[src/hw/rtl/ipdfp_pkg.sv]
// Shared types and constants for the +IPD frame parser.
package ipdfp_pkg;

    localparam int MAX_PAYLOAD   = 512;
    localparam int MAX_LEN_CHARS = 4;

    localparam int ACCUM_W = 14;
    localparam int CHARS_W = 3;
    localparam int COUNT_W = 10;
    localparam int FLEN_W  = 10;

    localparam logic [7:0] CH_PLUS  = 8'h2B;
    localparam logic [7:0] CH_I     = 8'h49;
    localparam logic [7:0] CH_P     = 8'h50;
    localparam logic [7:0] CH_D     = 8'h44;
    localparam logic [7:0] CH_COMMA = 8'h2C;
    localparam logic [7:0] CH_COLON = 8'h3A;
    localparam logic [7:0] CH_GT    = 8'h3E;
    localparam logic [7:0] CH_O     = 8'h4F;
    localparam logic [7:0] CH_K     = 8'h4B;
    localparam logic [7:0] CH_ZERO  = 8'h30;
    localparam logic [7:0] CH_NINE  = 8'h39;

    localparam logic OP_BYTE  = 1'b0;
    localparam logic OP_CLEAR = 1'b1;

    typedef enum logic [6:0] {
        ST_IDLE  = 7'b0000001,
        ST_I     = 7'b0000010,
        ST_P     = 7'b0000100,
        ST_D     = 7'b0001000,
        ST_COMMA = 7'b0010000,
        ST_LEN   = 7'b0100000,
        ST_DATA  = 7'b1000000
    } hdr_state_t;

    typedef struct packed {
        logic              payload_valid;
        logic [7:0]        payload_byte;
        logic              payload_last;
        logic [FLEN_W-1:0] frame_length;
        logic              frame_error;
        logic              ready_res;
    } ipdfp_res_t;

endpackage

[src/hw/rtl/ipdfp_framer.sv]
// Header framer, length decoder and prompt/OK ready matcher state with per-beat result logic.
module ipdfp_framer
    import ipdfp_pkg::*;
(
    input  logic       clk,
    input  logic       rst_n,
    input  logic       en,
    input  logic       op,
    input  logic [7:0] rx_byte,
    output ipdfp_res_t res
);

    hdr_state_t         state_reg, state_next;
    logic [ACCUM_W-1:0] accum_reg, accum_next;
    logic [CHARS_W-1:0] chars_reg, chars_next;
    logic               digits_done_reg, digits_done_next;
    logic [COUNT_W-1:0] count_reg, count_next;
    logic               ok_armed_reg, ok_armed_next;
    logic               ready_reg, ready_next;

    logic               is_digit;
    logic [ACCUM_W-1:0] accum_step;
    logic [COUNT_W-1:0] count_inc;
    logic               ready_mid;

    always_comb
    begin
        is_digit   = (rx_byte inside {[CH_ZERO:CH_NINE]});
        accum_step = (accum_reg << 3) + (accum_reg << 1) + {{(ACCUM_W-4){1'b0}}, rx_byte[3:0]};
        count_inc  = count_reg + {{(COUNT_W-1){1'b0}}, 1'b1};
    end

    always_comb
    begin
        state_next       = state_reg;
        accum_next       = accum_reg;
        chars_next       = chars_reg;
        digits_done_next = digits_done_reg;
        count_next       = count_reg;
        ok_armed_next    = ok_armed_reg;
        ready_next       = ready_reg;
        ready_mid        = ready_reg;
        res              = '0;

        if (op == OP_CLEAR)
        begin
            ready_next = 1'b0;
        end
        else
        begin
            case (state_reg)
                ST_IDLE:
                begin
                    if (rx_byte == CH_PLUS)
                        state_next = ST_I;
                end
                ST_I:
                begin
                    state_next = (rx_byte == CH_I) ? ST_P : ST_IDLE;
                end
                ST_P:
                begin
                    state_next = (rx_byte == CH_P) ? ST_D : ST_IDLE;
                end
                ST_D:
                begin
                    state_next = (rx_byte == CH_D) ? ST_COMMA : ST_IDLE;
                end
                ST_COMMA:
                begin
                    if (rx_byte == CH_COMMA)
                    begin
                        state_next       = ST_LEN;
                        accum_next       = '0;
                        chars_next       = '0;
                        digits_done_next = 1'b0;
                    end
                    else
                    begin
                        state_next = ST_IDLE;
                    end
                end
                ST_LEN:
                begin
                    if (rx_byte == CH_COLON)
                    begin
                        if (accum_reg == '0 || accum_reg > ACCUM_W'(MAX_PAYLOAD))
                        begin
                            res.frame_error  = 1'b1;
                            state_next       = ST_IDLE;
                            accum_next       = '0;
                            chars_next       = '0;
                            digits_done_next = 1'b0;
                            count_next       = '0;
                        end
                        else
                        begin
                            state_next = ST_DATA;
                            count_next = '0;
                        end
                    end
                    else if (chars_reg >= CHARS_W'(MAX_LEN_CHARS))
                    begin
                        res.frame_error  = 1'b1;
                        state_next       = ST_IDLE;
                        accum_next       = '0;
                        chars_next       = '0;
                        digits_done_next = 1'b0;
                        count_next       = '0;
                    end
                    else
                    begin
                        chars_next = chars_reg + {{(CHARS_W-1){1'b0}}, 1'b1};
                        // only the leading digits build the value
                        if (!digits_done_reg && is_digit)
                            accum_next = accum_step;
                        else
                            digits_done_next = 1'b1;
                    end
                end
                ST_DATA:
                begin
                    res.payload_valid = 1'b1;
                    res.payload_byte  = rx_byte;
                    res.frame_length  = accum_reg[FLEN_W-1:0];
                    count_next        = count_inc;
                    if ({{(ACCUM_W-COUNT_W){1'b0}}, count_inc} == accum_reg)
                    begin
                        res.payload_last = 1'b1;
                        state_next       = ST_IDLE;
                        accum_next       = '0;
                        chars_next       = '0;
                        digits_done_next = 1'b0;
                        count_next       = '0;
                    end
                end
                default:
                begin
                    state_next       = ST_IDLE;
                    accum_next       = '0;
                    chars_next       = '0;
                    digits_done_next = 1'b0;
                    count_next       = '0;
                end
            endcase

            // prompt sets the flag before the OK matcher looks at it
            if (rx_byte == CH_GT)
                ready_mid = 1'b1;
            ready_next = ready_mid;
            if (!ready_mid)
            begin
                if (!ok_armed_reg)
                begin
                    if (rx_byte == CH_O)
                        ok_armed_next = 1'b1;
                end
                else
                begin
                    ok_armed_next = 1'b0;
                    if (rx_byte == CH_K)
                        ready_next = 1'b1;
                end
            end
        end

        res.ready_res = ready_next;
    end

    always_ff @(posedge clk or negedge rst_n)
    begin
        if (!rst_n)
        begin
            state_reg       <= ST_IDLE;
            accum_reg       <= '0;
            chars_reg       <= '0;
            digits_done_reg <= 1'b0;
            count_reg       <= '0;
            ok_armed_reg    <= 1'b0;
            ready_reg       <= 1'b0;
        end
        else if (en)
        begin
            state_reg       <= state_next;
            accum_reg       <= accum_next;
            chars_reg       <= chars_next;
            digits_done_reg <= digits_done_next;
            count_reg       <= count_next;
            ok_armed_reg    <= ok_armed_next;
            ready_reg       <= ready_next;
        end
    end

endmodule

[src/hw/rtl/at_ipd_frame_parser.sv]
// Top level of the +IPD frame parser: input beat register, framer, result register.
// A beat is registered on input, then its result is registered on the output.
// Throughput: one beat per cycle while the output is not stalled; the framer updates
// once per beat in a single pass. The input register holds one more beat while a
// finished result waits on m_tready. Reset (rst_n low, asynchronous) empties both
// registers, idles the framer and clears the OK matcher and the ready flag.
module at_ipd_frame_parser
    import ipdfp_pkg::*;
(
    input  logic        clk,
    input  logic        rst_n,
    input  logic        s_tvalid,
    output logic        s_tready,
    input  logic [7:0]  s_tdata,   // [7:0] rx_byte
    input  logic        s_tuser,   // [0] op
    output logic        m_tvalid,
    input  logic        m_tready,
    output logic [23:0] m_tdata,   // [7:0] payload_byte, [17:8] frame_length,
                                   // [18] frame_error, [19] ready_res, [23:20] zero
    output logic        m_tuser,   // [0] payload_valid
    output logic        m_tlast    // payload_last
);

    logic       in_valid_reg, in_valid_next;
    logic       in_op_reg;
    logic [7:0] in_byte_reg;
    logic       out_valid_reg, out_valid_next;
    ipdfp_res_t out_res_reg;
    ipdfp_res_t step_res;
    logic       advance;
    logic       s_fire;

    assign advance  = in_valid_reg && (!out_valid_reg || m_tready);
    assign s_tready = !in_valid_reg || advance;
    assign s_fire   = s_tvalid && s_tready;

    ipdfp_framer u_framer (
        .clk     (clk),
        .rst_n   (rst_n),
        .en      (advance),
        .op      (in_op_reg),
        .rx_byte (in_byte_reg),
        .res     (step_res)
    );

    always_comb
    begin
        in_valid_next = in_valid_reg;
        if (s_fire)
            in_valid_next = 1'b1;
        else if (advance)
            in_valid_next = 1'b0;

        out_valid_next = out_valid_reg;
        if (advance)
            out_valid_next = 1'b1;
        else if (m_tready)
            out_valid_next = 1'b0;
    end

    always_ff @(posedge clk or negedge rst_n)
    begin
        if (!rst_n)
        begin
            in_valid_reg  <= 1'b0;
            out_valid_reg <= 1'b0;
        end
        else
        begin
            in_valid_reg  <= in_valid_next;
            out_valid_reg <= out_valid_next;
        end
    end

    always_ff @(posedge clk)
    begin
        if (s_fire)
        begin
            in_op_reg   <= s_tuser;
            in_byte_reg <= s_tdata;
        end
        if (advance)
            out_res_reg <= step_res;
    end

    assign m_tvalid = out_valid_reg;
    assign m_tuser  = out_res_reg.payload_valid;
    assign m_tlast  = out_res_reg.payload_last;
    assign m_tdata  = {4'b0000, out_res_reg.ready_res, out_res_reg.frame_error,
                       out_res_reg.frame_length, out_res_reg.payload_byte};

endmodule

[config.mk]
export PLATFORM = sky130hd
export DESIGN_NAME = at_ipd_frame_parser
export DESIGN_NICKNAME = d
export VERILOG_FILES = /design/src/hw/rtl/ipdfp_pkg.sv /design/src/hw/rtl/ipdfp_framer.sv /design/src/hw/rtl/at_ipd_frame_parser.sv
export SDC_FILE = /design/constraint.sdc
export NUM_CORES = 1
export LEC_CHECK = 0
export BUFFER_PORTS_ARGS = -buffer_cell sky130_fd_sc_hd__buf_2
export CORE_MARGIN = 5
export CORE_UTILIZATION = 50
export CTS_CLUSTER_SIZE = 12
export DETAILED_ROUTE_END_ITERATION = 16
export GPL_TIMING_DRIVEN = 0
export PLACE_DENSITY = 0.69
export RECOVER_POWER = 100
export SKIP_CTS_REPAIR_TIMING = 1
export SLEW_MARGIN = 20
export SYNTH_ARGS = -nofsm -noshare
export SYNTH_HDL_FRONTEND = slang
export SYNTH_HIERARCHICAL = 1
export SYNTH_SLANG_ARGS = --single-unit
[constraint.sdc]
create_clock -name clk -period 4.75 [get_ports clk]
set_input_delay 0.2375 -clock clk [delete_from_list [all_inputs] [get_ports clk]]
set_output_delay 0.2375 -clock clk [all_outputs]
set_load 0.005 [all_outputs]
==> results of run 1 <==
## logic make-up after synthesis
logic type      Yosys count  share of synthesized area (%)
mux                      10                          2.360
flops                    70                          41.85
compound gates           78                          13.50
simple gates            188                          24.31
other cells               1                        0.08225
buf+inv                  43                          5.159
xor+xnor                 26                          4.995
fa+ha+maj                27                          7.739
## power breakdown
part,total (mW),leakage [nW],internal (mW),switching [mW]
clock,0.634,0.127,0.399,0.234
sequential,0.698,0.840,0.667,0.0315
combinational,0.216,1.27,0.0813,0.135
total,1.55,2.24,1.15,0.401
## metal layers
metal  global-route usage (%)  share of wire [%]  up-vias
met2                    32.47                 47      141
met1                    27.16                 44     1768
met5                        0                  0        -
met3                    3.606                7.1       11
li1                         -                  -     1744
met4                    8.696                1.5        0
## path summary, 6_finish.rpt
check	start	to	slack, ns	cells past startpoint
setup / recovery	m_tvalid	u_framer/accum_reg[7]	1.21	8
setup reg to reg	m_tvalid	u_framer/accum_reg[7]	1.21	8
max in group asynchronous	rst_n	u_framer/state_reg[3]	2.95	1
hold reg to reg	u_framer/digits_done_reg	u_framer/digits_done_reg	0.51	1
min in group asynchronous	rst_n	u_framer/accum_reg[6]	0.54	1
hold / removal	s_tdata[2]	in_byte_reg[2]	0.06	1
## placed cells by master (no fill, tap or decap), types with 13 or more instances in the layout
cell and count:
sky130_fd_sc_hd__nor3_1 22, sky130_fd_sc_hd__dfrtp_1 38, sky130_fd_sc_hd__inv_1 16, sky130_fd_sc_hd__edfxtp_1 31
sky130_fd_sc_hd__a22o_1 13, sky130_fd_sc_hd__and2_0 14, sky130_fd_sc_hd__nand3_1 18, sky130_fd_sc_hd__clkbuf_1 22
sky130_fd_sc_hd__nand2_1 31, sky130_fd_sc_hd__buf_2 33, sky130_fd_sc_hd__nor2_1 21, sky130_fd_sc_hd__xnor2_1 14
sky130_fd_sc_hd__ha_1 25
## per-stage QoR
step	cells	utilization [%]	power [mW]
floorplan	446	-	0.8512
global placement	590	55.48	0.9312
detailed placement	590	55.48	0.9343
CTS	606	58.44	1.563
global route	606	57.67	1.606
finish	606	57.67	1.548
## final cells by class
| type | instances | area [sq um] | area share, % |
|---|---|---|---|
| Buffer | 27 | 160.2 | 3.153 |
| Clock buffer | 9 | 123.9 | 2.439 |
| Clock inverter | 7 | 136.4 | 2.685 |
| Inverter | 16 | 60.06 | 1.183 |
| Multi-Input combinational cell | 333 | 2387 | 47.01 |
| Sequential cell | 70 | 1908 | 37.57 |
| Tap cell | 108 | 135.1 | 2.661 |
| Timing Repair Buffer | 36 | 167.7 | 3.301 |
## worst max-delay path: stages (launching register included)
cell and delay, ns:
sky130_fd_sc_hd__dfrtp_1 0.41, sky130_fd_sc_hd__nand2b_1 0.10, sky130_fd_sc_hd__and2_0 1.24, sky130_fd_sc_hd__nor2b_1 0.29, sky130_fd_sc_hd__o221ai_1 0.15, sky130_fd_sc_hd__a41oi_1 0.38, sky130_fd_sc_hd__nand4_1 0.33, sky130_fd_sc_hd__buf_6 0.25
sky130_fd_sc_hd__a22o_2 0.25
==> metrics.md, run 1 <==
| Metric | Value |
|---|---|
| Smallest setup slack after layout | `between 1 and 1.5 ns` |
| Global-route wire length before repair | `around 18 mm` |
| Final count of negative-setup-slack endpoints | `0` |
| Dominant register cell in the synthesized netlist | `sky130_fd_sc_hd__dfrtp_1` |
| Clock sinks | `70` |
| Setup WS pre-CTS | `about 1.6 ns` |
| Pleak | `approximately 2.2 nW` |
| Wirelength per Cell | `17.97 microns` |
| Initial DRT Pass Iterations | `5` |
| Setup TNS | `0 ns` |
| Cell area after layout | `around 5100 sq um` |
| Mean area per synthesized cell | `roughly 10 sq um` |
| Average vias per placed instance | `6.046` |
| Dominant cell by count in the synthesized netlist | `sky130_fd_sc_hd__dfrtp_1` |
| Tmin final | `3.543 ns` |
| Number of antenna cells inserted | `0` |
| Via count of the first global-routing pass | `3656` |
| Pin count of the biggest net entering global routing | `40` |
| I/O pin count | `41` |
| Synth async-reset ratio | `between 50% and 60%` |
| Result of the run | `finished, violations left` |
| Total via count after detailed routing | `between 3000 and 4000` |
| Routability congestion estimate | `a little over 0.9` |
| Synthesis-stage register bit count | `70` |
| Setup repair after global routing missed its margin | `false` |
| Effective utilization at floorplan | `between 50 and 60%` |
| Share of post-route cells with drive strength above 1 | `between 15 and 20%` |
| Clock-pin transition on the worst setup and hold timing paths | `0.08 ns` |
| Routed Antenna Nets | `0` |
| Antenna violations before repair | `0` |
| Number of flip-flops under the largest register name | `20` |
| Post-detailed-routing wire length | `about 11 mm` |
| Cts bufs inserted | `9` |
| Hold violation count in the final report | `0` |
| CTS Buffer Depth | `2` |
| CP arrival | `3.78 ns` |
| Violated checks | `max-capacitance violations, max-slew violations` |
| Final layout net count | `approximately 530` |
| Core Area | `around 8800 sq um` |
| Final worst hold slack | `~0.06 ns` |
| Total die area | `~11000 sq um` |
| Number of synthesis warnings | `6` |
| Setup CP Type | `reg -> reg` |
| Iteration-0 DRC count of the detailed router | `roughly 200` |
| Root cell of the clock tree | `sky130_fd_sc_hd__clkbuf_8` |
| Critical Path Source Type | `register` |
| Type of the most critical hold path | `in -> reg` |
| H-Tree Depth | `3` |
| Total cell area at the placement stage | `~5000 sq um` |
| Max Fanout on Critical Path | `25` |
| Post-synthesis cell type with the largest combined area | `sky130_fd_sc_hd__dfrtp_1` |
| Final-layout fill cell count | `a little under 800` |
| Synth area leaders | `sky130_fd_sc_hd__dfrtp_1, sky130_fd_sc_hd__edfxtp_1, sky130_fd_sc_hd__ha_1` |
| Tot GR Track Use | `between 20% and 30%` |
| Worst clock skew on the final layout | `between 0.008 and 0.009 ns` |
| Worst endpoint required time | `roughly 5 ns` |
| Slew Viols, Final | `66` |
| Rel. slew slack | `-47.68%` |
| DP Wirelength | `7.737 mm` |
| Final Cycle Share | `between 70% and 80%` |
| Synth Instances | `443` |
| CTS tree | `built` |
| Maximum Capacitance Violations | `2` |
| Source-to-sink clock delay at the later pin of the worst-skew pair | `0.35 ns` |
| Number of rows created at floorplan | `34` |
| Top achievable clock speed | `roughly 280 MHz` |
| Number of library cell types mapped by synthesis | `75` |
| Number of enable flip-flop cells after synthesis | `31` |
| Worst vdd ir | `about 0.17 mV` |
| Number of buffer cells added on primary ports | `36` |
| Type of destination of the critical path | `register` |
| Area growth, synth to finish | `11.39%` |
| Share of the synthesized area in the top cell type | `a little over a fifth` |
| Pin slew with the least headroom to its limit | `2.215 ns` |
| Die width | `105.5 microns` |
| Commonest cells in the synthesized netlist | `sky130_fd_sc_hd__dfrtp_1, sky130_fd_sc_hd__edfxtp_1, sky130_fd_sc_hd__nand2_1` |
| GRT Residual Overflow | `0` |
| Post-synth design cell area | `~4600 sq um` |
| # DRC | `0` |
| Part of the Yosys area used for sequential elements | `about two fifths` |
| Die Span Y | `roughly 110 microns` |
| Total power per unit cell area | `just over 300 nW/um^2` |
Note: power is estimated with default switching activity, not from simulation.
==> run 2, diff against run 1 <==
PLACE_DENSITY = 0.72   (was 0.69)
clock period = 2.9 ns   (was 4.75 ns; I/O delays follow)
==> run 2 against run 1 <==
The flow still finishes with violations (max-capacitance violations, max-slew violations). Global-route usage down 1.1 points. Flip-flop and latch count unchanged. Combinational power up 72%. Worst setup slack worse by 1.2 ns. Critical endpoint is now u_framer/state_reg[6].
==> metrics.md, run 2 (synthesized netlist as in run 1, its figures left out) <==
| Metric | Value |
|---|---|
| Top achievable clock speed | `346.3 MHz (+23%)` |
| Reg-to-reg startpoint | `u_framer/state_reg[1]` |
| H-Tree Depth | `3 (unchanged)` |
| Clock-pin transition on the worst setup and hold timing paths | `0.07 ns (about the same)` |
| Core Area | `8806 sq um (unchanged)` |
| CTS Buffer Depth | `2 (unchanged)` |
| Cts bufs inserted | `9 (unchanged)` |
| Worst reg-to-reg setup slack | `0.01 ns (-1.19 ns)` |
| CTS tree | `built` |
| Rel. slew slack | `-51.39% (-3.7 points)` |
| Worst r2r dst | `u_framer/state_reg[6]` |
| DP Wirelength | `7.731 mm (about the same)` |
| Iteration-0 DRC count of the detailed router | `176 (-10%)` |
| Total via count after detailed routing | `3668 (+0.11%)` |
| Source-to-sink clock delay at the later pin of the worst-skew pair | `0.34 ns (about the same)` |
| Post-detailed-routing wire length | `10.58 mm (-2.8%)` |
| # DRC | `0 (unchanged)` |
| Die width | `105.5 microns (unchanged)` |
| Pin slew with the least headroom to its limit | `2.271 ns (+0.05578 ns)` |
| Type of the most critical hold path | `in -> reg` |
| Tot GR Track Use | `19.17% (-1.1 points)` |
| Final layout net count | `545 (+2.3%)` |
| Number of flip-flops under the largest register name | `20 (unchanged)` |
| Routed Antenna Nets | `0 (unchanged)` |
| Result of the run | `finished, violations left` |
| Critical Path Source Type | `register` |
| Pin count of the biggest net entering global routing | `40 (unchanged)` |
| Antenna violations before repair | `0 (unchanged)` |
| Worst r2r path cells | `6 (-2)` |
| Leading cell type in the layout, fill and taps excluded | `sky130_fd_sc_hd__dfrtp_1` |
| Total cell area at the placement stage | `4886 sq um (unchanged)` |
| Wirelength per Cell | `17.13 microns (-4.7%)` |
| Type of destination of the critical path | `register` |
| CP arrival | `3.11 ns (-0.67 ns)` |
| Final Cycle Share | `99.59% (+25 points)` |
| Slew Viols, Final | `40 (-39%)` |
| Final-layout fill cell count | `757 (-2.1%)` |
| Routability congestion estimate | `0.9209 (+0.66%)` |
| Global-route wire length before repair | `17.22 mm (-4.9%)` |
| Clock sinks | `70 (unchanged)` |
| Worst vdd ir | `0.2021 mV (+21%)` |
| Total power per unit cell area | `449.5 nW/um^2 (+47%)` |
| Hold violation count in the final report | `0 (unchanged)` |
| Setup repair after global routing missed its margin | `false` |
| Most frequent cells in the layout | `sky130_fd_sc_hd__dfrtp_1, sky130_fd_sc_hd__edfxtp_1, sky130_fd_sc_hd__nand2_1` |
| Cell area after layout | `5221 sq um (+2.8%)` |
| Smallest setup slack after layout | `0.01203 ns (-1.195 ns)` |
| Setup TNS | `0 ns (unchanged)` |
| Placed Instances | `590 (unchanged)` |
| Total design power | `2.347 mW (+52%)` |
| Die Span Y | `105.5 microns (unchanged)` |
| Pleak | `2.272 nW (+1.6%)` |
| Via count of the first global-routing pass | `3452 (-5.6%)` |
| Effective utilization at floorplan | `51.78% (unchanged)` |
| Worst clock skew on the final layout | `0.008008 ns (-0.0008828 ns)` |
| Initial DRT Pass Iterations | `4 (-1)` |
| Tmin final | `2.888 ns (-0.6554 ns)` |
| Violated checks | `max-capacitance violations, max-slew violations` |
| Number of buffer cells added on primary ports | `36 (unchanged)` |
| GRT Residual Overflow | `0 (unchanged)` |
| Total die area | `11130 sq um (unchanged)` |
| Worst endpoint required time | `3.13 ns (-1.86 ns)` |
| Maximum Capacitance Violations | `1 (-1)` |
| Finished Layout Cells | `618 (+2.0%)` |
| Number of rows created at floorplan | `34 (unchanged)` |
| I/O pin count | `41 (unchanged)` |
| Setup CP Type | `reg -> reg` |
| Worst Min Path Start | `s_tvalid` |
| Max Fanout on Critical Path | `10 (-60%)` |
| Final count of negative-setup-slack endpoints | `0 (unchanged)` |
| Area growth, synth to finish | `14.52%` |
| Worst setup path startpoint | `u_framer/state_reg[1]` |
| Average vias per placed instance | `5.935 (-1.8%)` |
| Share of post-route cells with drive strength above 1 | `18.04% (+2.0 points)` |
| Root cell of the clock tree | `sky130_fd_sc_hd__clkbuf_8` |
| Setup WS pre-CTS | `-0.3263 ns (-1.885 ns)` |
| Number of antenna cells inserted | `0 (unchanged)` |
| Critical path destination | `u_framer/state_reg[6]` |
## run 2: cell count changes in the layout (fill, tap and decap cells not counted), sizes merged
cell | previous run | this run
clkbuf | 31 | 34
clkinvlp | 1 | 2
clkinv | 2 | 3
bufinv | 4 | 2
dlygate4sd3 | 0 | 9
## run 2: per-layer routing
layer	GRT usage [%]	routed length [microns]	vias up
li1	-	-	1770
met1	25.66	4711	1764
met2	31.28	5091	120
met3	3.178	648	14
met4	7.401	133	0
met5	0	0	-
## run 2: through the flow
stage | utilization, % | hold WS, ns
2_1_floorplan | - | -0.1506
3_3_place_gp | 55.48 | 0.3227
3_5_place_dp | 55.48 | 0.3235
4_1_cts | 57.90 | -0.03450
5_1_grt | 59.29 | 0.02779
6_report | 59.29 | 0.006828
## run 2: layout make-up
type | count | area, sq um | share of cell area (%)
inverters | 16 | 60.06 | 1.150
clock inverters | 7 | 88.84 | 1.701
well taps | 108 | 135.1 | 2.588
plain buffers | 27 | 175.2 | 3.355
repair buffers | 48 | 271.5 | 5.200
flip-flops and latches | 70 | 1909 | 36.57
multi-input cells | 333 | 2457 | 47.06
clock buffers | 9 | 123.9 | 2.372
## run 2: worst min-delay path by stage
stage                     depth (start not counted)                    end  slack, ns
final                                             2           in_valid_reg      0.007
after global routing                              2           in_valid_reg       0.03
after CTS                                         1  u_framer/count_reg[4]      -0.03
after detailed placement                          1         in_byte_reg[0]       0.32
after global placement                            1  u_framer/accum_reg[6]       0.32
after floorplan                                   0           in_valid_reg      -0.15
## run 2: worst max-delay path: stages (launching register included)
cell	delay, ns
sky130_fd_sc_hd__dfrtp_1	0.46
sky130_fd_sc_hd__or4_4	0.59
sky130_fd_sc_hd__nor4b_1	0.60
sky130_fd_sc_hd__buf_2	0.39
sky130_fd_sc_hd__o41ai_4	0.17
sky130_fd_sc_hd__nand3_2	0.20
sky130_fd_sc_hd__mux2_2	0.36
## run 2: power by group
part	internal [mW]	switching [mW]
combinational	0.153	0.220
sequential	1.09	0.0477
clock	0.478	0.358
==> run 3, diff against run 2 <==
ABC_AREA = 1   (was default)
PLACE_DENSITY = 0.71   (was 0.72)
==> run 3 against run 2 <==
Global-route usage increased by 0.22 points. Largest cell class unchanged. Highest routed layer unchanged. Clock-buffer cell count stayed put. Critical path depth is 5 higher. The flow still finishes with violations (max-capacitance violations, max-slew violations). Hold slack better by 0.030 ns.
==> metrics.md, run 3 <==
| Metric | Value |
|---|---|
| Switching share of power | `31.94% (+5.3 points)` |
| Clock sinks | `70 (unchanged)` |
| Dominant register cell in the synthesized netlist | `sky130_fd_sc_hd__dfrtp_1` |
| Leading cell type in the layout, fill and taps excluded | `sky130_fd_sc_hd__nand2_1` |
| Number of enable flip-flop cells after synthesis | `31 (unchanged)` |
| Combinational group share of total power | `15.8% (about the same)` |
| Top achievable clock speed | `381.4 MHz (+10%)` |
| Worst setup path startpoint | `in_byte_reg[2]` |
| Area growth, synth to finish | `12.42%` |
| Total net switching power | `0.7151 mW (+14%)` |
| Max Fanout on Critical Path | `10 (unchanged)` |
| Initial DRT Pass Iterations | `5 (+1)` |
| Area share of and/or/nand/nor cells after synthesis | `36.87% (+13 points)` |
| Pin count of the biggest net entering global routing | `40 (unchanged)` |
| GRT Residual Overflow | `0 (unchanged)` |
| Critical path's top delay family | `simple AND/OR/NAND/NOR gates` |
| Number of flip-flops under the largest register name | `20 (unchanged)` |
| Result of the run | `finished, violations left` |
| Synth Area in XOR/XNOR | `0.9366% (-4.1 points)` |
| Internal Power | `1.524 mW (-11%)` |
| # DRC | `0 (unchanged)` |
| Synthesized-area fraction occupied by ao, oa, aoi and oai cells | `3.934% (-9.6 points)` |
| Share of the synthesized area in the top cell type | `20.34% (-0.52 points)` |
| Total power per unit cell area | `425.9 nW/um^2 (-5.2%)` |
| DP Wirelength | `8.024 mm (+3.8%)` |
| Adder-cell share of the synthesized area | `7.546% (-0.19 points)` |
| Mux cell area share after synthesis | `0% (-2.4 points)` |
| Largest family of logic cells by synthesized area | `simple AND/OR/NAND/NOR gates` |
| Final Cycle Share | `90.40% (-9.2 points)` |
| Tmin final | `2.622 ns (-0.2662 ns)` |
| Pin slew with the least headroom to its limit | `2.262 ns (-0.008867 ns)` |
| Global-route wire length before repair | `17.78 mm (+3.2%)` |
| Total die area | `11380 sq um (+2.3%)` |
| Worst endpoint required time | `3.15 ns (+0.02 ns)` |
| Routability congestion estimate | `0.9146 (-0.68%)` |
| Clock-pin transition on the worst setup and hold timing paths | `0.09 ns (+0.02 ns)` |
| Reg-to-reg startpoint | `in_byte_reg[2]` |
| Synthesis-stage register bit count | `70 (unchanged)` |
| Most frequent cells in the layout | `sky130_fd_sc_hd__nand2_1, sky130_fd_sc_hd__inv_1, sky130_fd_sc_hd__nor2_1` |
| Worst r2r path cells | `11 (+5)` |
| CTS Buffer Depth | `2 (unchanged)` |
| Sequential share of power | `49.7% (+1.2 points)` |
| H-Tree Depth | `3 (unchanged)` |
| Critical path destination | `u_framer/accum_reg[4]` |
| Critical Path Source Type | `register` |
| CTS tree | `built` |
| Final count of negative-setup-slack endpoints | `0 (unchanged)` |
| Antenna violations before repair | `0 (unchanged)` |
| Mean area per synthesized cell | `7.542 sq um (-27%)` |
| Rel. slew slack | `-50.80% (+0.59 points)` |
| Cell-by-cell trace of the critical path | `inv_1 -> nand2_1 -> nor3_1 -> o21ai_0 -> nand3_1 -> nand2_1 -> nor2_2 -> nand3_2 -> buf_6 -> nand2_1 -> nand2_1` |
| Commonest cells in the synthesized netlist | `sky130_fd_sc_hd__nand2_1, sky130_fd_sc_hd__inv_1, sky130_fd_sc_hd__nor2_1` |
| Pleak | `2.736 nW (+20%)` |
| Slowest stage cell, crit path | `sky130_fd_sc_hd__edfxtp_1` |
| Type of the most critical hold path | `in -> reg` |
| Maximum Capacitance Violations | `1 (unchanged)` |
| Wirelength per Cell | `13.47 microns (-21%)` |
| Source-to-sink clock delay at the later pin of the worst-skew pair | `0.35 ns (about the same)` |
| Total via count after detailed routing | `4094 (+12%)` |
| Dominant cell by count in the synthesized netlist | `sky130_fd_sc_hd__nand2_1` |
| Root cell of the clock tree | `sky130_fd_sc_hd__clkbuf_8` |
| Average vias per placed instance | `5.137 (-13%)` |
| Worst vdd ir | `0.2075 mV (+2.7%)` |
| Final layout net count | `721 (+32%)` |
| Tot GR Track Use | `19.39% (+0.22 points)` |
| Worst reg-to-reg setup slack | `0.28 ns (+0.27 ns)` |
| Synth Instances | `620 (+40%)` |
| Number of buffer cells added on primary ports | `36 (unchanged)` |
| Number of antenna cells inserted | `0 (unchanged)` |
| Core Area | `9196 sq um (+4.4%)` |
| Via count of the first global-routing pass | `3828 (+11%)` |
| Synth area leaders | `sky130_fd_sc_hd__dfrtp_1, sky130_fd_sc_hd__edfxtp_1, sky130_fd_sc_hd__nand2_1` |
| Worst r2r dst | `u_framer/accum_reg[4]` |
| Type of destination of the critical path | `register` |
| I/O pin count | `41 (unchanged)` |
| Synth async-reset ratio | `55.71% (unchanged)` |
| Post-detailed-routing wire length | `10.74 mm (+1.5%)` |
| Die width | `106.7 microns (+1.1%)` |
| Setup CP Type | `reg -> reg` |
| Post-synthesis cell type with the largest combined area | `sky130_fd_sc_hd__dfrtp_1` |
| Setup repair after global routing missed its margin | `false` |
| Slew Viols, Final | `40 (unchanged)` |
| Crit path buf inv count | `2 (+1)` |
| Share of post-route cells with drive strength above 1 | `11.66% (-6.4 points)` |
| Final core utilization | `57.16% (-2.1 points)` |
| Violated checks | `max-capacitance violations, max-slew violations` |
| Worst clock skew on the final layout | `0.009263 ns (+0.001255 ns)` |
| Part of the Yosys area used for sequential elements | `40.81% (-1.0 points)` |
| Routed Antenna Nets | `0 (unchanged)` |
| Iteration-0 DRC count of the detailed router | `234 (+33%)` |
| Stage delay of the slowest cell on the critical path | `0.49 ns (-0.11 ns)` |
| Clock share of power | `34.6% (-1.0 points)` |
| Cell depth of the worst setup path | `11 (+5)` |
| Number of library cell types mapped by synthesis | `42 (-44%)` |
| Cell repeated most along the worst path | `sky130_fd_sc_hd__nand2_1` |
| Effective utilization at floorplan | `50.84% (-0.93 points)` |
| Final worst hold slack | `0.03662 ns (+0.02979 ns)` |
| Post-synth design cell area | `4676 sq um (+2.6%)` |
| Number of synthesis warnings | `6 (unchanged)` |
| Die Span Y | `106.7 microns (+1.1%)` |
| Cts bufs inserted | `9 (unchanged)` |
| Hold violation count in the final report | `0 (unchanged)` |
| CP arrival | `2.87 ns (-0.24 ns)` |
| Number of rows created at floorplan | `35 (+2.9%)` |
-- run 3: changes by cell type in the layout (fill, tap and decap cells not counted), moves of 15 or more --
cell / previous run / this run
sky130_fd_sc_hd__inv_1: 15 / 88
sky130_fd_sc_hd__nand2_1: 31 / 199
sky130_fd_sc_hd__nand3_1: 17 / 45
sky130_fd_sc_hd__nor2_1: 21 / 73
sky130_fd_sc_hd__nor3_1: 22 / 7
sky130_fd_sc_hd__nand4_1: 5 / 30
-- run 3: layout make-up --
cell class,count,area (sq um)
clock inverter,7,63.81
fill,872,3940
sequential,70,1908
buffer,14,96.34
tap,111,138.9
timing repair buffer,47,274.0
multi-input combinational,446,2301
inverter,93,350.3
clock buffer,9,123.9
-- run 3: tightest hold or removal path, stage by stage --
cell	delay, ns
sky130_fd_sc_hd__buf_2	0.08
sky130_fd_sc_hd__inv_2	0.05
sky130_fd_sc_hd__nand2_1	0.05
sky130_fd_sc_hd__nand2_1	0.04
-- run 3: kinds of logic (layout without fill, tap and decap cells) --
group | count (synthesis) | in the layout
AND/OR/NAND/NOR | 380 | 380
buffers and inverters | 107 | 170
flip-flops | 70 | 70
AO/OA/AOI/OAI | 30 | 30
adder cells (fa/ha/maj) | 27 | 27
XOR/XNOR | 5 | 5
other | 1 | 4
-- run 3: power by group through the flow --
stage	Combinational (mW)	Clock, mW	Sequential (mW)
final	0.353	0.774	1.11
after global routing	0.398	0.831	1.12
after CTS	0.359	0.797	1.11
after detailed placement	0.358	0	1.13
after global placement	0.349	0	1.13
after floorplan	0.243	0	1.13
-- run 3: layer usage --
layer	share of wire, %	track usage, %	vias up
met5	0	0	-
met4	1.0	4.932	0
met3	5.6	3.612	10
met2	48	31.92	107
met1	45	26.44	1872
li1	-	-	2105
-- run 3: worst min path at each step --
stage	startpoint	cells after the start	slack [ns]	endpoint
2_1_floorplan	rst_n	0	-0.15	in_valid_reg
3_3_place_gp	s_tdata[4]	1	0.32	in_byte_reg[4]
3_5_place_dp	s_tdata[4]	1	0.32	in_byte_reg[4]
4_1_cts	s_tdata[4]	1	-0.05	in_byte_reg[4]
5_1_grt	m_tready	4	0.05	m_tvalid
6_report	m_tready	4	0.04	m_tvalid
-- run 3: metrics by stage --
step / cells / power, mW / area (sq um) / setup TNS, ns / worst slack (ns)
5_1_grt: 797 / 2.346 / 5256 / 0 / 0.06614
3_3_place_gp: 770 / 1.482 / 5006 / -16.25 / -0.5718
3_5_place_dp: 770 / 1.492 / 5017 / 0 / 0.3596
6_report: 797 / 2.239 / 5256 / 0 / 0.2783
4_1_cts: 786 / 2.269 / 5205 / 0 / 0.3194
2_1_floorplan: 623 / 1.374 / 4687 / 0 / 0.1383
